## src/line_substring_filter_unit_macros.svh

```systemverilog
// Assertion macros shared by the line substring filter RTL
`ifndef LINE_SUBSTRING_FILTER_UNIT_MACROS_SVH
`define LINE_SUBSTRING_FILTER_UNIT_MACROS_SVH
`ifndef SYNTH
// same-cycle implication, checked on every aclk edge outside reset
`define LSF_ASSERT_IMPLIES(name, cond, expr, msg) \
    name: assert property (@(posedge aclk) disable iff (!aresetn) (cond) |-> (expr)) \
        else $error(msg);
// next-cycle implication
`define LSF_ASSERT_NEXT(name, cond, expr, msg) \
    name: assert property (@(posedge aclk) disable iff (!aresetn) (cond) |=> (expr)) \
        else $error(msg);
`else
`define LSF_ASSERT_IMPLIES(name, cond, expr, msg)
`define LSF_ASSERT_NEXT(name, cond, expr, msg)
`endif
`endif

```

## src/lsf_pkg.sv

```systemverilog
// Types and constants of the line substring filter
`timescale 1ns / 1ps
package lsf_pkg;

    localparam int CFG_IDX_W     = 3;
    localparam int CFG_DATA_W    = 64;
    localparam int PATTERN_BYTES = 32;
    localparam int PAT_IDX_W     = 5;
    localparam int PAT_REGS      = 4;
    localparam int LEN_W         = 6;
    localparam int COUNT_W       = 8;
    localparam int S_TDATA_W     = 8;
    localparam int M_TDATA_W     = 16;

    localparam logic [7:0] NEWLINE_BYTE = 8'd10;
    localparam logic [7:0] NUL_BYTE     = 8'd0;

    typedef enum logic [CFG_IDX_W-1:0] {
        CFG_PATTERN_LENGTH = 3'd0,
        CFG_PATTERN_0_7    = 3'd1,
        CFG_PATTERN_8_15   = 3'd2,
        CFG_PATTERN_16_23  = 3'd3,
        CFG_PATTERN_24_31  = 3'd4
    } cfg_index_t;

    typedef enum logic {
        CMD_DATA = 1'b0,
        CMD_EOF  = 1'b1
    } command_t;

    typedef struct packed {
        logic [LEN_W-1:0]                  length;
        logic [PATTERN_BYTES-1:0][7:0]     bytes;
    } pattern_cfg_t;

    typedef struct packed {
        command_t   command;
        logic [7:0] data_byte;
    } item_t;

    typedef struct packed {
        logic               matched;
        logic [COUNT_W-1:0] length;
        logic               truncated;
        logic               at_eof;
    } verdict_t;

endpackage

```

## src/lsf_cfg_regs.sv

```systemverilog
// Pattern configuration registers of the line substring filter
`timescale 1ns / 1ps
module lsf_cfg_regs
    import lsf_pkg::*;
(
    input  logic                  aclk,
    input  logic                  aresetn,
    input  logic                  cfg_wr_en,
    input  logic [CFG_IDX_W-1:0]  cfg_index,
    input  logic [CFG_DATA_W-1:0] cfg_wdata,
    output pattern_cfg_t          pattern_cfg
);

    logic [LEN_W-1:0]                      length_reg;
    logic [PAT_REGS-1:0][CFG_DATA_W-1:0]   bytes_reg;

    always_ff @(posedge aclk) begin
        if (!aresetn) begin
            length_reg <= '0;
            bytes_reg  <= '0;
        end else if (cfg_wr_en) begin
            unique case (cfg_index_t'(cfg_index))
                CFG_PATTERN_LENGTH: length_reg   <= cfg_wdata[LEN_W-1:0];
                CFG_PATTERN_0_7:    bytes_reg[0] <= cfg_wdata;
                CFG_PATTERN_8_15:   bytes_reg[1] <= cfg_wdata;
                CFG_PATTERN_16_23:  bytes_reg[2] <= cfg_wdata;
                CFG_PATTERN_24_31:  bytes_reg[3] <= cfg_wdata;
                default: ;  // writes past the register list are dropped
            endcase
        end
    end

    assign pattern_cfg.length = length_reg;
    assign pattern_cfg.bytes  = bytes_reg;

endmodule

```

## src/lsf_window_match.sv

```systemverilog
// Recent-byte window, parallel pattern compare and per-line state
`timescale 1ns / 1ps
module lsf_window_match
    import lsf_pkg::*;
#(
    parameter int PATTERN_MAX = 32,
    parameter int LINE_MAX    = 255
) (
    input  logic         aclk,
    input  logic         aresetn,
    input  logic         item_valid,
    input  item_t        item,
    input  pattern_cfg_t pattern_cfg,
    output logic         verdict_valid,
    output verdict_t     verdict
);

    logic [PATTERN_MAX-1:0][7:0] window_reg, window_next, shifted;
    logic [COUNT_W-1:0]          kept_reg, kept_next, kept_inc;
    logic                        match_reg, match_next;
    logic                        overflow_reg, overflow_next;
    logic [LEN_W-1:0]            used_len;
    logic [PATTERN_MAX-1:0]      hit;
    logic                        window_hit;
    logic                        is_term;
    logic                        keep;

    assign is_term = (item.command == CMD_EOF) || (item.data_byte == NEWLINE_BYTE)
                     || (item.data_byte == NUL_BYTE);
    assign used_len = (pattern_cfg.length > LEN_W'(PATTERN_MAX)) ? LEN_W'(PATTERN_MAX)
                                                                   : pattern_cfg.length;
    assign keep     = kept_reg < COUNT_W'(LINE_MAX);
    assign kept_inc = kept_reg + COUNT_W'(1);

    // newest byte lands at position 0; position j meets pattern byte len-1-j
    always_comb begin
        logic [LEN_W-1:0] pidx;
        pidx = '0;
        shifted[0] = item.data_byte;
        for (int j = 1; j < PATTERN_MAX; j++) begin
            shifted[j] = window_reg[j-1];
        end
        for (int j = 0; j < PATTERN_MAX; j++) begin
            pidx   = used_len - LEN_W'(1) - LEN_W'(j);
            hit[j] = (LEN_W'(j) >= used_len)
                     || (shifted[j] == pattern_cfg.bytes[pidx[PAT_IDX_W-1:0]]);
        end
    end

    assign window_hit = (used_len != '0) && (kept_inc >= COUNT_W'(used_len)) && (&hit);

    always_comb begin
        window_next   = window_reg;
        kept_next     = kept_reg;
        match_next    = match_reg;
        overflow_next = overflow_reg;
        if (item_valid) begin
            if (is_term) begin
                kept_next     = '0;
                match_next    = 1'b0;
                overflow_next = 1'b0;
            end else if (keep) begin
                window_next = shifted;
                kept_next   = kept_inc;
                if (window_hit) begin
                    match_next = 1'b1;
                end
            end else begin
                // drop bytes past the line cap
                overflow_next = 1'b1;
            end
        end
    end

    always_ff @(posedge aclk) begin
        if (!aresetn) begin
            kept_reg     <= '0;
            match_reg    <= 1'b0;
            overflow_reg <= 1'b0;
        end else begin
            kept_reg     <= kept_next;
            match_reg    <= match_next;
            overflow_reg <= overflow_next;
        end
    end

    always_ff @(posedge aclk) begin
        window_reg <= window_next;
    end

    assign verdict_valid     = is_term;
    assign verdict.matched   = (kept_reg != '0) && ((used_len == '0) || match_reg);
    assign verdict.length    = kept_reg;
    assign verdict.truncated = overflow_reg;
    assign verdict.at_eof    = (item.command == CMD_EOF);

endmodule

```

## src/line_substring_filter_unit.sv

```systemverilog
// Top level of the line substring filter: stream handshake, staging and result register
//
//  channel  | direction | tdata (low bit up)                           | tuser   | tlast
//  ---------+-----------+----------------------------------------------+---------+--------------
//  s_       | in        | data_byte[7:0]                               | command | -
//  m_       | out       | line_matched, line_length[7:0], line_trunc.  | -       | at_end_of_file
//  cfg_     | in        | write enable, register index, 64-bit data    | -       | -
//
// One byte per cycle sustained unless a terminator waits for a free result slot:
// a byte goes from the input register through the window compare into the line
// state registers. Reset is synchronous and clears control state only.
// A pending result stalls only a terminator behind it; data bytes keep flowing.
`timescale 1ns / 1ps
`include "line_substring_filter_unit_macros.svh"
module line_substring_filter_unit
    import lsf_pkg::*;
#(
    parameter int PATTERN_MAX = 32,
    parameter int LINE_MAX    = 255
) (
    input  logic                  aclk,
    input  logic                  aresetn,
    input  logic                  s_tvalid,
    output logic                  s_tready,
    input  logic [S_TDATA_W-1:0]  s_tdata,   // [7:0] data_byte
    input  logic                  s_tuser,   // [0] command
    output logic                  m_tvalid,
    input  logic                  m_tready,
    output logic [M_TDATA_W-1:0]  m_tdata,   // [0] line_matched, [8:1] line_length,
                                             // [9] line_truncated, [15:10] zero
    output logic                  m_tlast,   // at_end_of_file
    input  logic                  cfg_wr_en,
    input  logic [CFG_IDX_W-1:0]  cfg_index,
    input  logic [CFG_DATA_W-1:0] cfg_wdata
);

    pattern_cfg_t pattern_cfg;
    item_t        in_item_reg;
    logic         in_valid_reg, in_valid_next;
    verdict_t     out_verdict_reg, verdict;
    logic         out_valid_reg, out_valid_next;
    logic         verdict_valid;
    logic         advance;
    logic         s_accept;

    lsf_cfg_regs u_cfg (
        .aclk        (aclk),
        .aresetn     (aresetn),
        .cfg_wr_en   (cfg_wr_en),
        .cfg_index   (cfg_index),
        .cfg_wdata   (cfg_wdata),
        .pattern_cfg (pattern_cfg)
    );

    lsf_window_match #(
        .PATTERN_MAX (PATTERN_MAX),
        .LINE_MAX    (LINE_MAX)
    ) u_match (
        .aclk          (aclk),
        .aresetn       (aresetn),
        .item_valid    (advance),
        .item          (in_item_reg),
        .pattern_cfg   (pattern_cfg),
        .verdict_valid (verdict_valid),
        .verdict       (verdict)
    );

    // a terminator needs a free result slot; data bytes never wait
    assign advance  = in_valid_reg && (!verdict_valid || !out_valid_reg || m_tready);
    assign s_tready = !in_valid_reg || advance;
    assign s_accept = s_tvalid && s_tready;

    always_comb begin
        in_valid_next = in_valid_reg;
        if (s_accept) begin
            in_valid_next = 1'b1;
        end else if (advance) begin
            in_valid_next = 1'b0;
        end
        out_valid_next = out_valid_reg;
        if (advance && verdict_valid) begin
            out_valid_next = 1'b1;
        end else if (m_tready) begin
            out_valid_next = 1'b0;
        end
    end

    always_ff @(posedge aclk) begin
        if (!aresetn) begin
            in_valid_reg  <= 1'b0;
            out_valid_reg <= 1'b0;
        end else begin
            in_valid_reg  <= in_valid_next;
            out_valid_reg <= out_valid_next;
        end
    end

    always_ff @(posedge aclk) begin
        if (s_accept) begin
            in_item_reg.command   <= command_t'(s_tuser);
            in_item_reg.data_byte <= s_tdata[7:0];
        end
        if (advance && verdict_valid) begin
            out_verdict_reg <= verdict;
        end
    end

    assign m_tvalid = out_valid_reg;
    assign m_tdata  = {{(M_TDATA_W - COUNT_W - 2){1'b0}}, out_verdict_reg.truncated,
                       out_verdict_reg.length, out_verdict_reg.matched};
    assign m_tlast  = out_verdict_reg.at_eof;

    `LSF_ASSERT_IMPLIES(a_len_capped, m_tvalid, m_tdata[8:1] <= COUNT_W'(LINE_MAX), "line_length above cap")
    `LSF_ASSERT_IMPLIES(a_trunc_full, m_tvalid && m_tdata[9], m_tdata[8:1] == COUNT_W'(LINE_MAX), "truncated line not at full length")
    `LSF_ASSERT_IMPLIES(a_match_nonempty, m_tvalid && m_tdata[0], m_tdata[8:1] != '0, "empty line reported as match")
    `LSF_ASSERT_NEXT(a_verdict_lands, advance && verdict_valid, m_tvalid, "terminator produced no result")

endmodule
```

## config.mk

```make
export PLATFORM = sky130hd
export DESIGN_NAME = line_substring_filter_unit
export DESIGN_NICKNAME = d
export VERILOG_FILES = /design/src/lsf_pkg.sv /design/src/lsf_cfg_regs.sv /design/src/lsf_window_match.sv /design/src/line_substring_filter_unit.sv
export VERILOG_INCLUDE_DIRS = /design/src /design/src/src
export SDC_FILE = /design/constraint.sdc
export NUM_CORES = 2
export LEC_CHECK = 0
export BUFFER_PORTS_ARGS = -buffer_cell sky130_fd_sc_hd__buf_2
export CAP_MARGIN = 30
export CORE_ASPECT_RATIO = 1.2
export CORE_MARGIN = 5
export CORE_UTILIZATION = 35
export DETAILED_ROUTE_END_ITERATION = 7
export PLACE_DENSITY = 0.62
export SLEW_MARGIN = 20
export SYNTH_ARGS = -nofsm -noshare
export SYNTH_HDL_FRONTEND = slang
export SYNTH_SLANG_ARGS = --single-unit
```

## constraint.sdc

```tcl
create_clock -name aclk -period 11.85 [get_ports aclk]
set_clock_uncertainty 0.1 [all_clocks]
set_input_delay 1.7775 -clock aclk [delete_from_list [all_inputs] [get_ports aclk]]
set_output_delay 1.7775 -clock aclk [all_outputs]
set_load 0.02 [all_outputs]
```

==> run_results.csv <==
group,metric,value,unit
outcome,outcome,"complete, no violations",
critical_path,worstPathArrival,8.07,ns
floorplanning,io_pins,100,
sta,tightest_slew,1.262,ns
critical_path,critPathRequiredTime,12.36,ns
drt,num_vias,46110,
finish,syn_to_final_growth,9.997,%
finish,fill_cells,12600,
clocking,clk_path_buf_depth,3,
clocking,clock-root-buffer,"clkbuf_16",
drt,drtIter0Drc,7777,
synthesis,ys_ff_latch,542,
finish,drive_gt1_frac,0.1168,
clocking,cts.clk_slew.worst_paths,0.07,ns
sta,whs,0.3718,ns
grt,grt_max_degree,165,
drt,vias_per_cell,6.780,
sta,hold_viol,0,
sta,timing.fmax,132.3,MHz
clocking,cts_hold_buffers,0,
synthesis,async_flop_share,0,
critical_path,cp-start-kind,"flip-flop",
drt,wl_per_cell,40.70,µm
drt,first_pass_iters,7,
grt,grt_remaining_overflow,0,
drt,antenna_left,0,
drt,remaining_drc_errors,0,
finish,layout_commonest_cell,"nand2_1",
critical_path,critPathMaxFanout,67,
synthesis,netlist_area,43210,µm²
synthesis,ys.warnings.count,0,
synthesis,postSynthAreaPerCell,8.313,µm²
grt,grt_use_met2,0.5864,
sta,finalMaxSlewViolations,0,
sta,slew_headroom,0.1587,
power,peakVddDrop,107.9,µV
floorplanning,start_util,0.3514,
critical_path,worstSetupPathType,"flip-flop to flip-flop",
synthesis,synth_edf_count,268,
power,power_density,113.3,nW/µm²
clocking,cts-resized-gates,0,
clocking,htreeDepth,3,
sta,period_minus_slack,7.558,ns
synthesis,synthDistinctLibCells,121,
floorplanning,rows,141,
floorplanning,fp.dieH,394.9,µm
grt,met1_usage,0.5091,
placement,io_buffers,93,
clocking,cts_made_buffers,66,
sta,setup_violations,0,
clocking,cts.sinks,542,
placement,gp_congestion,1.096,
synthesis,ys.flop_type,"dfxtp_1",
finish,largest_reg_flops,256,
synthesis,yosysSeqAreaShare,0.3132,
critical_path,worst_setup_path_end_kind,"flip-flop",
clocking,post_cts_buffers,0,
grt,grt_pass1_vias,41160,
grt,antenna_found_initial,33,
grt,top_usage_layer,"met2",
finish,most-common-layout-cells,"788 x nand2_1, 401 x a21oi_1, 384 x mux2i_1",
flow_run,maxCapViolCount,0,
sta,rsz0062_at_grt,"no",
grt,grt_pass1_wl,366.2,mm
floorplanning,fp.coreArea,123000,µm²
sta,finalSetupTns,0,ns
clocking,clkLatencyLatePin,0.70,ns
sta,period_share,0.6378,
floorplanning,fp.dieArea,130600,µm²
grt,grt_usage,0.4070,
floorplanning,die_w,330.7,µm
grt,met3_usage,0.1302,
drt,wirelength,276.8,mm
clocking,cts_tree,"built",
finish,final_net_count,5182,
placement,dp_hpwl,213.5,mm
hold_path,hold_class,"flip-flop to flip-flop",
power,leakagePower,14.93,nW
synthesis,synth_cells,5197,
power by group:
| part | leakage [nW] | switching (mW) | internal (mW) |
|---|---|---|---|
| clock network | 1.10 | 0.941 | 1.27 |
| logic | 9.14 | 0.777 | 0.300 |
| registers | 4.69 | 0.0900 | 2.01 |
cells in the mapped netlist (all sizes together) (15+ instances only):
| cell type | count | share of area |
|---|---|---|
| o2111ai | 26 | 0.0053 |
| nor2 | 365 | 0.032 |
| mux2i | 395 | 0.092 |
| xnor2 | 180 | 0.037 |
| a221oi | 31 | 0.0066 |
| o21ai | 199 | 0.023 |
| nor3b | 37 | 0.0069 |
| nor3 | 178 | 0.021 |
| nand3 | 120 | 0.014 |
| or3 | 17 | 0.0025 |
| mux2 | 52 | 0.014 |
| or2 | 17 | 0.0025 |
| o221ai | 84 | 0.017 |
| nand4 | 47 | 0.0070 |
| o22ai | 174 | 0.025 |
| o21a | 17 | 0.0030 |
| and3 | 18 | 0.0027 |
| dfxtp | 274 | 0.13 |
| buf | 275 | 0.040 |
| a21oi | 403 | 0.047 |
| o31ai | 15 | 0.0026 |
| nand2b | 54 | 0.0080 |
| nor4 | 43 | 0.0084 |
| a31oi | 20 | 0.0029 |
| o32ai | 19 | 0.0039 |
| a2111oi | 17 | 0.0046 |
| a32oi | 21 | 0.0043 |
| nor2b | 21 | 0.0033 |
| edfxtp | 268 | 0.19 |
| a211oi | 71 | 0.015 |
| inv | 46 | 0.0040 |
| a221o | 18 | 0.0042 |
| o22a | 33 | 0.0067 |
| nand2 | 789 | 0.069 |
| clkbuf | 176 | 0.015 |
| a2bb2oi | 55 | 0.011 |
| xor2 | 196 | 0.040 |
| and3b | 30 | 0.0061 |
| and2 | 16 | 0.0023 |
| a22oi | 69 | 0.012 |
| a211o | 18 | 0.0036 |
| o211ai | 109 | 0.019 |
area by class of cell:
class | instances | area [µm²] | share of cell area
inverters | 48 | 200.2 | 0.004212
repair buffers | 275 | 1934 | 0.04070
clock buffers | 86 | 1851 | 0.03894
well taps | 1644 | 2057 | 0.04328
multi-input cells | 4161 | 27490 | 0.5785
diodes | 12 | 30.03 | 0.0006319
clock inverters | 33 | 410.4 | 0.008635
flip-flops and latches | 542 | 13550 | 0.2851
path summary, 6_finish.rpt:
check | start | endpoint | slack [ns] | cells past startpoint
setup / recovery | u_cfg.length_reg[1] | u_match.match_reg | 4.29 | 15
hold / removal | u_match.shifted[168] | u_match.shifted[176] | 0.37 | 0
setup reg to reg | u_cfg.length_reg[1] | u_match.match_reg | 4.29 | 15
hold reg to reg | u_match.shifted[168] | u_match.shifted[176] | 0.37 | 0
kinds of logic (layout without fill, tap and decap cells):
logic type	count (synthesis)	count (layout)	share of synthesized area
compound gates	1500	1500	0.2394
xor+xnor	376	376	0.07640
fa+ha+maj	7	7	0.002027
buf+inv	499	442	0.05911
flops	542	542	0.3132
mux	460	460	0.1121
other cells	1	18	0.00008680
simple gates	1812	1812	0.1976
critical path, cell delays in order, from the launching register on:
cell and delay, ns:
dfxtp_4 0.86, buf_4 0.74, nor2b_4 0.27, buf_4 0.51, buf_4 0.70, a221o_1 0.34
o32ai_1 0.16, a211oi_4 0.51, xnor2_1 0.35, nor4_1 0.91, nand4_1 0.21, a32oi_1 0.28
o211ai_1 0.17, or4_1 0.52, or4_1 0.52, o21ai_1 0.14
routing by layer:
metal,vias up,share of wire
met3,761,0.12
met5,-,0.00037
met1,22730,0.38
met2,3374,0.41
li1,19220,-
met4,16,0.093
per-stage QoR:
stage	util	instance area [µm²]	std cells	total power [mW]	setup slack, ns
final	0.3865	47520	6801	5.383	4.292
after global routing	0.3864	47510	6796	5.473	4.222
after floorplan	-	43220	5202	2.648	4.442
after CTS	0.3845	47280	6770	5.340	4.480
after global placement	0.3647	44840	6630	3.142	4.573
after detailed placement	0.3661	45010	6651	3.145	4.458
No activity file was read; power rests on OpenSTA's default activity.
